`src/rtl/line_position_pid_steering_top_assert.svh`:
```
// ----------------------------------------------------------------------------
// line position pid steering assertion macros
// shared property forms for the steering block checks
// ----------------------------------------------------------------------------
`ifndef LINE_POSITION_PID_STEERING_TOP_ASSERT_SVH
`define LINE_POSITION_PID_STEERING_TOP_ASSERT_SVH

// same-cycle implication, disabled while in reset
`define LPPS_ASSERT_NOW(label, clk, rstn, ante, cons) \
    label: assert property (@(posedge clk) disable iff (!(rstn)) (ante) |-> (cons)) \
        else $error("lpps check failed in the same cycle");

// next-cycle implication, disabled while in reset
`define LPPS_ASSERT_NEXT(label, clk, rstn, ante, cons) \
    label: assert property (@(posedge clk) disable iff (!(rstn)) (ante) |=> (cons)) \
        else $error("lpps check failed in the next cycle");

`endif

```
`src/rtl/lpps_pkg.sv`:
```
// ----------------------------------------------------------------------------
// lpps_pkg
// widths, register indexes and sensor weights of the line steering block
// ----------------------------------------------------------------------------
`timescale 1ns / 1ps
`default_nettype none

package lpps_pkg;

    // sensor array
    localparam int SENSOR_COUNT = 6;
    localparam int READING_BITS = 12;

    // fixed field widths
    localparam int THRESH_W = 12;
    localparam int SPEED_W  = 16;
    localparam int ERR_W    = 16;
    localparam int GAIN_W   = 24;
    localparam int INTEG_W  = 48;

    // correction scaling: product shifted right gives q8.8 speed
    localparam int GAIN_SHIFT = 16;

    // configuration port
    localparam int CFG_INDEX_W = 3;
    localparam int CFG_DATA_W  = 24;

    typedef enum logic [CFG_INDEX_W-1:0] {
        CFG_LINE_THRESHOLD = 3'd0,
        CFG_BASE_SPEED     = 3'd1,
        CFG_PROP_GAIN      = 3'd2,
        CFG_INTEG_GAIN     = 3'd3,
        CFG_DERIV_GAIN     = 3'd4
    } cfg_index_t;

    // register reset values
    localparam logic [THRESH_W-1:0]      LINE_THRESHOLD_RST = 12'd1700;
    localparam logic signed [SPEED_W-1:0] BASE_SPEED_RST    = 16'sd2560;
    localparam logic signed [GAIN_W-1:0] PROP_GAIN_RST      = 24'sd6711;
    localparam logic signed [GAIN_W-1:0] INTEG_GAIN_RST     = 24'sd0;
    localparam logic signed [GAIN_W-1:0] DERIV_GAIN_RST     = 24'sd0;

    // position weights, leftmost sensor first
    localparam logic signed [3:0] LINE_WEIGHT [SENSOR_COUNT] =
        '{-4'sd4, -4'sd2, -4'sd1, 4'sd1, 4'sd2, 4'sd4};

endpackage

`default_nettype wire

```
`src/rtl/line_position_pid_steering_top.sv`:
```
// ----------------------------------------------------------------------------
// line_position_pid_steering_top
// line position error, pid correction and differential wheel speeds
// ----------------------------------------------------------------------------
// Each request carries six reflectance readings and gives one result: the
// right and left wheel speed setpoints, the line-seen flag and the weighted
// position error. The block is a six-register pipeline (input, error,
// products, integral, correction, result) taking one request per clock while
// the result side does not stall; stalls back up stage by stage, so bubbles
// are squeezed out. The integral register alone closes its loop (one 49-bit
// add and saturate), so a frame can follow the previous one directly.
// The user must write configuration registers through the cfg port while no
// request is in flight; the block does not enforce this. The cfg port is
// always ready and ignores unknown indexes.
// ----------------------------------------------------------------------------
`timescale 1ns / 1ps
`default_nettype none

`include "line_position_pid_steering_top_assert.svh"

module line_position_pid_steering_top #(
    parameter int READING_BITS = lpps_pkg::READING_BITS
) (
    input  wire logic                                   aclk,
    input  wire logic                                   aresetn,

    // configuration write channel
    input  wire logic                                   cfg_valid,
    output logic                                        cfg_ready,
    input  wire logic [lpps_pkg::CFG_INDEX_W-1:0]       cfg_index,
    input  wire logic [lpps_pkg::CFG_DATA_W-1:0]        cfg_data,

    // sensor frame channel
    input  wire logic                                   s_valid,
    output logic                                        s_ready,
    input  wire logic [READING_BITS-1:0]                s_reading_0,
    input  wire logic [READING_BITS-1:0]                s_reading_1,
    input  wire logic [READING_BITS-1:0]                s_reading_2,
    input  wire logic [READING_BITS-1:0]                s_reading_3,
    input  wire logic [READING_BITS-1:0]                s_reading_4,
    input  wire logic [READING_BITS-1:0]                s_reading_5,

    // wheel speed channel
    output logic                                        m_valid,
    input  wire logic                                   m_ready,
    output logic signed [lpps_pkg::SPEED_W-1:0]         m_right_speed,
    output logic signed [lpps_pkg::SPEED_W-1:0]         m_left_speed,
    output logic                                        m_line_seen,
    output logic signed [lpps_pkg::ERR_W-1:0]           m_line_error
);

    localparam int SC      = lpps_pkg::SENSOR_COUNT;
    localparam int ERR_W   = lpps_pkg::ERR_W;
    localparam int SPEED_W = lpps_pkg::SPEED_W;
    localparam int GAIN_W  = lpps_pkg::GAIN_W;
    localparam int INTEG_W = lpps_pkg::INTEG_W;
    localparam int THR_W   = lpps_pkg::THRESH_W;

    // weighted sum: |sum| <= 7 * max reading
    localparam int ESUM_W = READING_BITS + 5;
    localparam int EXT_W  = (ESUM_W > ERR_W) ? ESUM_W : ERR_W + 1;
    localparam int CMP_W  = (READING_BITS > THR_W) ? READING_BITS : THR_W;
    localparam int DIFF_W = ERR_W + 1;
    localparam int P_W    = GAIN_W + ERR_W;
    localparam int D_W    = GAIN_W + DIFF_W;
    localparam int PD_W   = D_W + 1;
    localparam int ISUM_W = INTEG_W + 1;
    localparam int TOT_W  = ((PD_W > INTEG_W) ? PD_W : INTEG_W) + 1;
    localparam int CORR_W = TOT_W - lpps_pkg::GAIN_SHIFT;
    localparam int SPD_X_W = ((CORR_W > SPEED_W) ? CORR_W : SPEED_W) + 1;

    localparam logic signed [EXT_W-1:0] ERR_HI = EXT_W'((2 ** (ERR_W - 1)) - 1);
    localparam logic signed [EXT_W-1:0] ERR_LO = -ERR_HI - EXT_W'(1);
    localparam logic signed [ISUM_W-1:0] INT_HI = ISUM_W'((64'sd1 <<< (INTEG_W - 1)) - 1);
    localparam logic signed [ISUM_W-1:0] INT_LO = -INT_HI - ISUM_W'(1);
    localparam logic signed [SPD_X_W-1:0] SPD_HI = SPD_X_W'((2 ** (SPEED_W - 1)) - 1);
    localparam logic signed [SPD_X_W-1:0] SPD_LO = -SPD_HI - SPD_X_W'(1);

    // configuration registers
    logic [THR_W-1:0]          thresh_reg;
    logic signed [SPEED_W-1:0] base_reg;
    logic signed [GAIN_W-1:0]  kp_reg;
    logic signed [GAIN_W-1:0]  ki_reg;
    logic signed [GAIN_W-1:0]  kd_reg;

    // pid state
    logic signed [ERR_W-1:0]   prev_err_reg;
    logic signed [INTEG_W-1:0] integ_reg;

    // stage valids and advance enables
    logic in_v_reg, e_v_reg, m_v_reg, i_v_reg, c_v_reg, out_v_reg;
    logic go_in, go_e, go_m, go_i, go_c, go_out;

    // input stage
    logic [READING_BITS-1:0] rd_reg [SC];

    // error stage
    logic                     e_seen_reg, e_seen_next;
    logic signed [ERR_W-1:0]  e_err_reg, e_err_next;
    logic signed [DIFF_W-1:0] e_diff_reg, e_diff_next;
    logic signed [ESUM_W-1:0] esum;
    logic signed [EXT_W-1:0]  esum_ext;

    // product stage
    logic                     m_seen_reg;
    logic signed [ERR_W-1:0]  m_err_reg;
    logic signed [P_W-1:0]    m_p_reg, m_p_next;
    logic signed [P_W-1:0]    m_i_reg, m_i_next;
    logic signed [D_W-1:0]    m_d_reg, m_d_next;

    // integral stage
    logic                      i_seen_reg;
    logic signed [ERR_W-1:0]   i_err_reg;
    logic signed [PD_W-1:0]    i_pd_reg, i_pd_next;
    logic signed [INTEG_W-1:0] i_int_reg, integ_next;
    logic signed [ISUM_W-1:0]  isum;
    logic                      int_load;

    // correction stage
    logic                      c_seen_reg;
    logic signed [ERR_W-1:0]   c_err_reg;
    logic signed [CORR_W-1:0]  c_corr_reg, c_corr_next;
    logic signed [TOT_W-1:0]   total;

    // result stage
    logic signed [SPEED_W-1:0] right_reg, right_next;
    logic signed [SPEED_W-1:0] left_reg, left_next;
    logic                      seen_reg;
    logic signed [ERR_W-1:0]   err_reg;
    logic signed [SPD_X_W-1:0] right_x, left_x;

    logic prev_load;

    // configuration writes
    assign cfg_ready = 1'b1;

    always_ff @(posedge aclk) begin
        if (!aresetn) begin
            thresh_reg <= lpps_pkg::LINE_THRESHOLD_RST;
            base_reg   <= lpps_pkg::BASE_SPEED_RST;
            kp_reg     <= lpps_pkg::PROP_GAIN_RST;
            ki_reg     <= lpps_pkg::INTEG_GAIN_RST;
            kd_reg     <= lpps_pkg::DERIV_GAIN_RST;
        end else if (cfg_valid) begin
            case (lpps_pkg::cfg_index_t'(cfg_index))
                lpps_pkg::CFG_LINE_THRESHOLD: thresh_reg <= cfg_data[THR_W-1:0];
                lpps_pkg::CFG_BASE_SPEED:     base_reg   <= cfg_data[SPEED_W-1:0];
                lpps_pkg::CFG_PROP_GAIN:      kp_reg     <= cfg_data[GAIN_W-1:0];
                lpps_pkg::CFG_INTEG_GAIN:     ki_reg     <= cfg_data[GAIN_W-1:0];
                lpps_pkg::CFG_DERIV_GAIN:     kd_reg     <= cfg_data[GAIN_W-1:0];
                default: ;
            endcase
        end
    end

    // advance chain from the result side back to the input
    assign go_out  = m_ready || !out_v_reg;
    assign go_c    = go_out || !c_v_reg;
    assign go_i    = go_c || !i_v_reg;
    assign go_m    = go_i || !m_v_reg;
    assign go_e    = go_m || !e_v_reg;
    assign go_in   = go_e || !in_v_reg;
    assign s_ready = go_in;

    always_ff @(posedge aclk) begin
        if (!aresetn) begin
            in_v_reg  <= 1'b0;
            e_v_reg   <= 1'b0;
            m_v_reg   <= 1'b0;
            i_v_reg   <= 1'b0;
            c_v_reg   <= 1'b0;
            out_v_reg <= 1'b0;
        end else begin
            if (go_in)  in_v_reg  <= s_valid;
            if (go_e)   e_v_reg   <= in_v_reg;
            if (go_m)   m_v_reg   <= e_v_reg;
            if (go_i)   i_v_reg   <= m_v_reg;
            if (go_c)   c_v_reg   <= i_v_reg;
            if (go_out) out_v_reg <= c_v_reg;
        end
    end

    // input register
    always_ff @(posedge aclk) begin
        if (go_in && s_valid) begin
            rd_reg[0] <= s_reading_0;
            rd_reg[1] <= s_reading_1;
            rd_reg[2] <= s_reading_2;
            rd_reg[3] <= s_reading_3;
            rd_reg[4] <= s_reading_4;
            rd_reg[5] <= s_reading_5;
        end
    end

    // line detect and weighted position error
    always_comb begin
        esum        = '0;
        e_seen_next = 1'b0;
        for (int i = 0; i < SC; i++) begin
            if (CMP_W'(rd_reg[i]) < CMP_W'(thresh_reg))
                e_seen_next = 1'b1;
            esum = esum + ESUM_W'(signed'({1'b0, rd_reg[i]}))
                        * ESUM_W'(lpps_pkg::LINE_WEIGHT[i]);
        end
        esum_ext = EXT_W'(esum);
        if (!e_seen_next)
            e_err_next = '0;
        else if (esum_ext > ERR_HI)
            e_err_next = ERR_HI[ERR_W-1:0];
        else if (esum_ext < ERR_LO)
            e_err_next = ERR_LO[ERR_W-1:0];
        else
            e_err_next = esum_ext[ERR_W-1:0];
        e_diff_next = DIFF_W'(e_err_next) - DIFF_W'(prev_err_reg);
    end

    assign prev_load = go_e && in_v_reg && e_seen_next;

    always_ff @(posedge aclk) begin
        if (!aresetn)
            prev_err_reg <= '0;
        else if (prev_load)
            prev_err_reg <= e_err_next;
    end

    always_ff @(posedge aclk) begin
        if (go_e) begin
            e_seen_reg <= e_seen_next;
            e_err_reg  <= e_err_next;
            e_diff_reg <= e_diff_next;
        end
    end

    // gain products
    assign m_p_next = P_W'(kp_reg) * P_W'(e_err_reg);
    assign m_i_next = P_W'(ki_reg) * P_W'(e_err_reg);
    assign m_d_next = D_W'(kd_reg) * D_W'(e_diff_reg);

    always_ff @(posedge aclk) begin
        if (go_m) begin
            m_seen_reg <= e_seen_reg;
            m_err_reg  <= e_err_reg;
            m_p_reg    <= m_p_next;
            m_i_reg    <= m_i_next;
            m_d_reg    <= m_d_next;
        end
    end

    // saturating integral update and p plus d
    always_comb begin
        isum = ISUM_W'(integ_reg) + ISUM_W'(m_i_reg);
        if (!m_seen_reg)
            integ_next = integ_reg;
        else if (isum > INT_HI)
            integ_next = INT_HI[INTEG_W-1:0];
        else if (isum < INT_LO)
            integ_next = INT_LO[INTEG_W-1:0];
        else
            integ_next = isum[INTEG_W-1:0];
        i_pd_next = PD_W'(m_p_reg) + PD_W'(m_d_reg);
    end

    assign int_load = go_i && m_v_reg && m_seen_reg;

    always_ff @(posedge aclk) begin
        if (!aresetn)
            integ_reg <= '0;
        else if (int_load)
            integ_reg <= integ_next;
    end

    always_ff @(posedge aclk) begin
        if (go_i) begin
            i_seen_reg <= m_seen_reg;
            i_err_reg  <= m_err_reg;
            i_pd_reg   <= i_pd_next;
            i_int_reg  <= integ_next;
        end
    end

    // correction, floor division by the gain scale
    assign total       = TOT_W'(i_pd_reg) + TOT_W'(i_int_reg);
    assign c_corr_next = total[TOT_W-1:lpps_pkg::GAIN_SHIFT];

    always_ff @(posedge aclk) begin
        if (go_c) begin
            c_seen_reg <= i_seen_reg;
            c_err_reg  <= i_err_reg;
            c_corr_reg <= c_corr_next;
        end
    end

    // differential speeds with saturation
    always_comb begin
        right_x = SPD_X_W'(base_reg) + SPD_X_W'(c_corr_reg);
        left_x  = SPD_X_W'(base_reg) - SPD_X_W'(c_corr_reg);
        if (!c_seen_reg)
            right_next = base_reg;
        else if (right_x > SPD_HI)
            right_next = SPD_HI[SPEED_W-1:0];
        else if (right_x < SPD_LO)
            right_next = SPD_LO[SPEED_W-1:0];
        else
            right_next = right_x[SPEED_W-1:0];
        if (!c_seen_reg)
            left_next = base_reg;
        else if (left_x > SPD_HI)
            left_next = SPD_HI[SPEED_W-1:0];
        else if (left_x < SPD_LO)
            left_next = SPD_LO[SPEED_W-1:0];
        else
            left_next = left_x[SPEED_W-1:0];
    end

    always_ff @(posedge aclk) begin
        if (go_out) begin
            right_reg <= right_next;
            left_reg  <= left_next;
            seen_reg  <= c_seen_reg;
            err_reg   <= c_err_reg;
        end
    end

    // result ports
    assign m_valid       = out_v_reg;
    assign m_right_speed = right_reg;
    assign m_left_speed  = left_reg;
    assign m_line_seen   = seen_reg;
    assign m_line_error  = err_reg;

    // checks
    `LPPS_ASSERT_NOW(a_no_line_base, aclk, aresetn, m_valid && !m_line_seen,
        m_right_speed == m_left_speed && m_line_error == '0)
    `LPPS_ASSERT_NOW(a_empty_takes, aclk, aresetn, !out_v_reg, s_ready)
    `LPPS_ASSERT_NEXT(a_integ_hold, aclk, aresetn, aresetn && !int_load,
        $stable(integ_reg))
    `LPPS_ASSERT_NEXT(a_prev_hold, aclk, aresetn, aresetn && !prev_load,
        $stable(prev_err_reg))

endmodule

`default_nettype wire

```
`config.mk`:
```
export PLATFORM = sky130hd
export DESIGN_NAME = line_position_pid_steering_top
export DESIGN_NICKNAME = d
export VERILOG_FILES = /design/src/rtl/lpps_pkg.sv /design/src/rtl/line_position_pid_steering_top.sv
export VERILOG_INCLUDE_DIRS = /design/src /design/src/rtl
export SDC_FILE = /design/constraint.sdc
export NUM_CORES = 2
export LEC_CHECK = 0
export BUFFER_PORTS_ARGS = -buffer_cell sky130_fd_sc_hd__buf_4
export CAP_MARGIN = 20
export CORE_UTILIZATION = 59
export CTS_CLUSTER_DIAMETER = 30
export DETAILED_ROUTE_END_ITERATION = 12
export PLACE_DENSITY = 0.76
export SYNTH_ARGS = -nofsm -noshare
export SYNTH_HDL_FRONTEND = slang
export SYNTH_SLANG_ARGS = --single-unit
export TNS_END_PERCENT = 100
```
`constraint.sdc`:
```
create_clock -name aclk -period 11.37 [get_ports aclk]
set_clock_uncertainty 0.1 [all_clocks]
set_input_delay 1.7055 -clock aclk [delete_from_list [all_inputs] [get_ports aclk]]
set_output_delay 1.7055 -clock aclk [all_outputs]
set_load 0.03 [all_outputs]
```
; Word level (Yosys, flattened, before mapping)
; Memory sizes are Yosys's and may differ from the RTL's.
; Index checks and enable logic that the tools add are counted.
[op_classes]
addsub = 14
mul = 3
div = 0
order_cmp = 14
n_eq_ne = 4
n_shift = 0
muxes = 20
bitwise = 0
reduce_logical = 23
[ops]
columns = operator, n
row1 = $mux W16, 9
row2 = $mux W48, 3
row3 = $mul A24 B16 Y40, 2
row4 = $lt A12 B12 Y1, 6
row5 = $gt A34 B16 Y1 const B, 2
row6 = $lt A34 B16 Y1 const B, 2
row7 = $add A42 B48 Y49, 1
row8 = $add A48 B40 Y49, 1
row9 = $gt A49 B48 Y1 const B, 1
row10 = $lt A49 B48 Y1 const B, 1
row11 = $add A40 B41 Y42, 1
row12 = $mul A24 B17 Y41, 1
row13 = $add A16 B33 Y34, 1
row14 = $add A17 B17 Y17, 2
row15 = $sub A16 B33 Y34, 1
row16 = $add A17 B13 Y17, 1
row17 = $add A17 B14 Y17, 1
row18 = $add A17 B15 Y17, 1
row19 = $gt A17 B16 Y1 const B, 1
row20 = $lt A17 B16 Y1 const B, 1
row21 = $neg A12 Y17, 1
row22 = $sub A16 B16 Y17, 1
row23 = $neg A12 Y16, 1
row24 = $neg A12 Y15, 1
row25 = other kinds (9), 35
[word_totals]
register_bits = 548
latch_bits = 0
mem_bits_rw = 72
mem_bits_ro = 0
input_bits = 104
out_inout_bits = 52
elab_cells = 111
n_memories = 1
[mem_list]
columns = name, words, word_bits, rd, rd_clocked_by_memory_dff, wr, line
row1 = rd_reg, 6, 12, 6, 0, 6, line_position_pid_steering_top.sv:95  ; logic [READING_BITS-1:0] rd_reg [SC];

; Logic depth before layout (Yosys ltp)
; An unclocked memory read counts as a cell.
[depth]
depth_word = 12
ltp_mapped = 33
mapped_depth_nobuf = 33

; Worst setup path before layout
; OpenSTA, ideal clock, no wires.
[synth_timing]
path_type = register to register
start = memory rd_reg[1][3]
end = register e_diff_reg[16] (data pin)
setup_ns = 0.256
arrival_ns = 7.975
required_ns = 11.014
slack_ns = 3.039
stages_incl_launch_ff = 34
path_buffers = 0
synth_period_minus_slack_ns = 8.331
cell_sequence = edfxtp_1 or4_1 nor3_1 nand2_1 or2_2 nor2_1 xor2_1 fa_1 fa_1 inv_1 fa_1 ha_1 and2_1 a22o_1 a311o_1 a31oi_1 o21bai_1 xnor2_1 or2_2 nand2_1 or2_2 ha_1 fa_1 nor2b_1 o21ai_0 a21boi_0 o21ai_0 a21boi_0 o21ai_0 a21boi_0 o31ai_1 a2111oi_0 o21ai_0 a31o_2
[synth_rtl]
columns = item, line
row1 = from (decl), line_position_pid_steering_top.sv:95
row2 = to (signal assigned), line_position_pid_steering_top.sv:230  ; e_diff_reg <= e_diff_next;
row3 = to (decl), line_position_pid_steering_top.sv:100  ; logic signed [DIFF_W-1:0] e_diff_reg, e_diff_next;

==> results.txt <==
crit start category -> flip-flop
CTS tree -> yes
DRC Markers -> 0
Synth async-reset ratio -> 0%
CP required -> 11760 ps
Pre-antenna DRT Iters -> 6
Starting Density -> 59.6%
Setup Viol. Count Final -> 0
max reg flops -> 72
syn_area_per_cell -> 9.58 um2
Commonest cells post-synth -> 1357 x inv_1, 1200 x fa_1, 1053 x nand2_1, 605 x ha_1, 450 x edfxtp_1
CTS Buf Count -> 131
Synth Area in Compound Gates -> 10.7%
Antenna Nets Post-Route -> 0
Data arrival, critical path -> 10140 ps
clk sinks -> 620
post-synthesis cell type count -> 88
Max-Cap Viols -> 0
Die Y -> 364 um
WP buf/inv -> 1
fmax -> 0.103 GHz
DR WL/cell -> 22.2 um
num rows -> 132
Ys Warns -> 0
Crit Path Category -> reg -> reg
Min Hold Slack -> 315 ps
initial antenna violation count -> 24
DR iter-0 viols -> 5009
status -> finished clean
Root Driver -> clkbuf_16
first-pass GRT wire length -> 346 mm
mux cell area share after synthesis -> 0.340%
largest net degree at the start of global routing -> 89
adder-cell share of the synthesized area -> 41.1%
flops & latches, synth -> 620
Die W -> 364 um
placed cell area -> 79800 um2
maximum root-to-sink buffer count -> 3
Syn-to-layout area delta -> 9.65%
Post-CTS Setup Inserts -> 0
final worst-path cycle share -> 85.8%
Final TNS setup -> 0 ps
Post-synth EDFFs -> 450
# port buffers -> 154
Finished Core Util -> 65.3%
# IOs -> 156
Tmin final -> 9750 ps
post-DP HPWL -> 168 mm
main combinational cell family by area after synthesis -> adder cells
Hold Buf Count CTS -> 0
worst min-delay path category -> reg -> reg
register area share after synthesis -> 21.9%
ranking of synthesized cells by area -> fa_1 31%, edfxtp_1 18%, ha_1 9.8%
Crit. End Element -> flip-flop
Placer Congestion -> 1.03
vias in the first global route -> 61600
core area -> 130000 um2
syn_nets -> 9973
Final Cell Area -> 84700 um2
die area -> 132000 um2
Vias/cell -> 5.93
XOR/XNOR Fraction of Synth Area -> 3.49%
most common cell in the netlist -> inv_1
final hold vios -> 0
worst-path maximum fanout -> 16
post-synth top area cell -> fa_1
Slew @ Worst Pin -> 1220 ps
final net count -> 10000
Total Routing Usage GR -> 34.3%
grt ovf -> 0
Synth Flop Type -> edfxtp_1
WL final -> 221 mm
critical path's top delay family -> compound AO/OA/AOI/OAI gates
Slowest Stage Delay on Critical Path -> 570 ps
via total after detailed routing -> 59100
CTS clock-pin slew for the worst setup and hold paths -> 60 ps
unrepaired setup endpoints after global routing -> false
simple-gate share of the synthesized area -> 14.2%
Synth Cell Area -> 77200 um2
Rel. slew slack -> 18.9%
CP max-delay cell -> a2111oi_0
Post-Synthesis Cells -> 8064
final slew viol count -> 0
post-synth top area share -> 31.1%
H-tree depth -> 4
worst skew pair latency -> 770 ps
share of layout cells above drive strength 1 -> 6.53%
CTS resizes -> 0
final cells by class:
| class | count | area, um2 |
|---|---|---|
| timing repair buffer | 221 | 1700 |
| fill | 10200 | 45000 |
| sequential | 620 | 16900 |
| clock buffer | 144 | 3370 |
| antenna | 21 | 52.6 |
| inverter | 1359 | 5100 |
| multi-input combinational | 5758 | 54000 |
| clock inverter | 100 | 1360 |
| tap | 1742 | 2180 |
cell families after synthesis:
kind of cell    after synthesis
mux                          24
simple gates               2327
fa+ha+maj                  1820
buf+inv                    1686
xor+xnor                    308
other cells                   1
compound gates             1278
flops                       620
worst paths after layout:
| path | startpoint | to | slack [ps] | cells past startpoint |
|---|---|---|---|---|
| worst max-delay path | rd_reg[0][2] | e_diff_reg[16] | 1620 | 33 |
| worst min-delay path | m_err_reg[15] | i_err_reg[15] | 310 | 0 |
| worst max register to register | rd_reg[0][2] | e_diff_reg[16] | 1620 | 33 |
| worst min register to register | m_err_reg[15] | i_err_reg[15] | 310 | 0 |
worst reg2reg max path: cells and delay by family, from the launching register on:
| kind | cells | cell delay [ps] |
|---|---|---|
| AOI/OAI and AO/OA | 14 | 3330 |
| DFF | 1 | 440 |
| and+or+nand+nor | 10 | 2680 |
| adders and majority gates | 6 | 2370 |
| xor gates and xnor gates | 2 | 500 |
| buffers and inverters | 1 | 50 |
placed cells by master (no fill, tap or decap), drive strengths merged, types with 25 or more instances in the layout:
cell type / instances
nor3: 88
o21ai: 234
and3: 32
nor2b: 55
a211oi: 49
nand2b: 122
a21o: 137
edfxtp: 450
clkinv: 48
nor2: 324
fa: 1200
a31oi: 34
or3: 25
o22ai: 46
inv: 1379
nand2: 1053
xor2: 92
o21bai: 39
nand3: 80
ha: 605
nand4: 31
clkbuf: 144
dfxtp: 170
buf: 221
o21a: 56
o31ai: 27
xnor2: 216
o211ai: 31
and2: 437
a21oi: 413
per-layer routing:
metal | GRT usage, % | up-vias | routed length [um]
met5 | 0 | - | 170
met4 | 15.8 | 24 | 10600
met3 | 8.68 | 625 | 22300
met2 | 55.6 | 2847 | 103000
met1 | 43.3 | 29500 | 85800
li1 | - | 26100 | -
through the flow:
stage | setup slack (ps) | instances
finish | 1620 | 9965
global route | 965 | 9952
CTS | 1720 | 9942
detailed placement | 1770 | 9698
global placement | 2010 | 9698
floorplan | 3040 | 8064
Power is left out: the tool's default activity adds up to more than one toggle a clock period on the data nets, which glitch-free logic cannot reach.
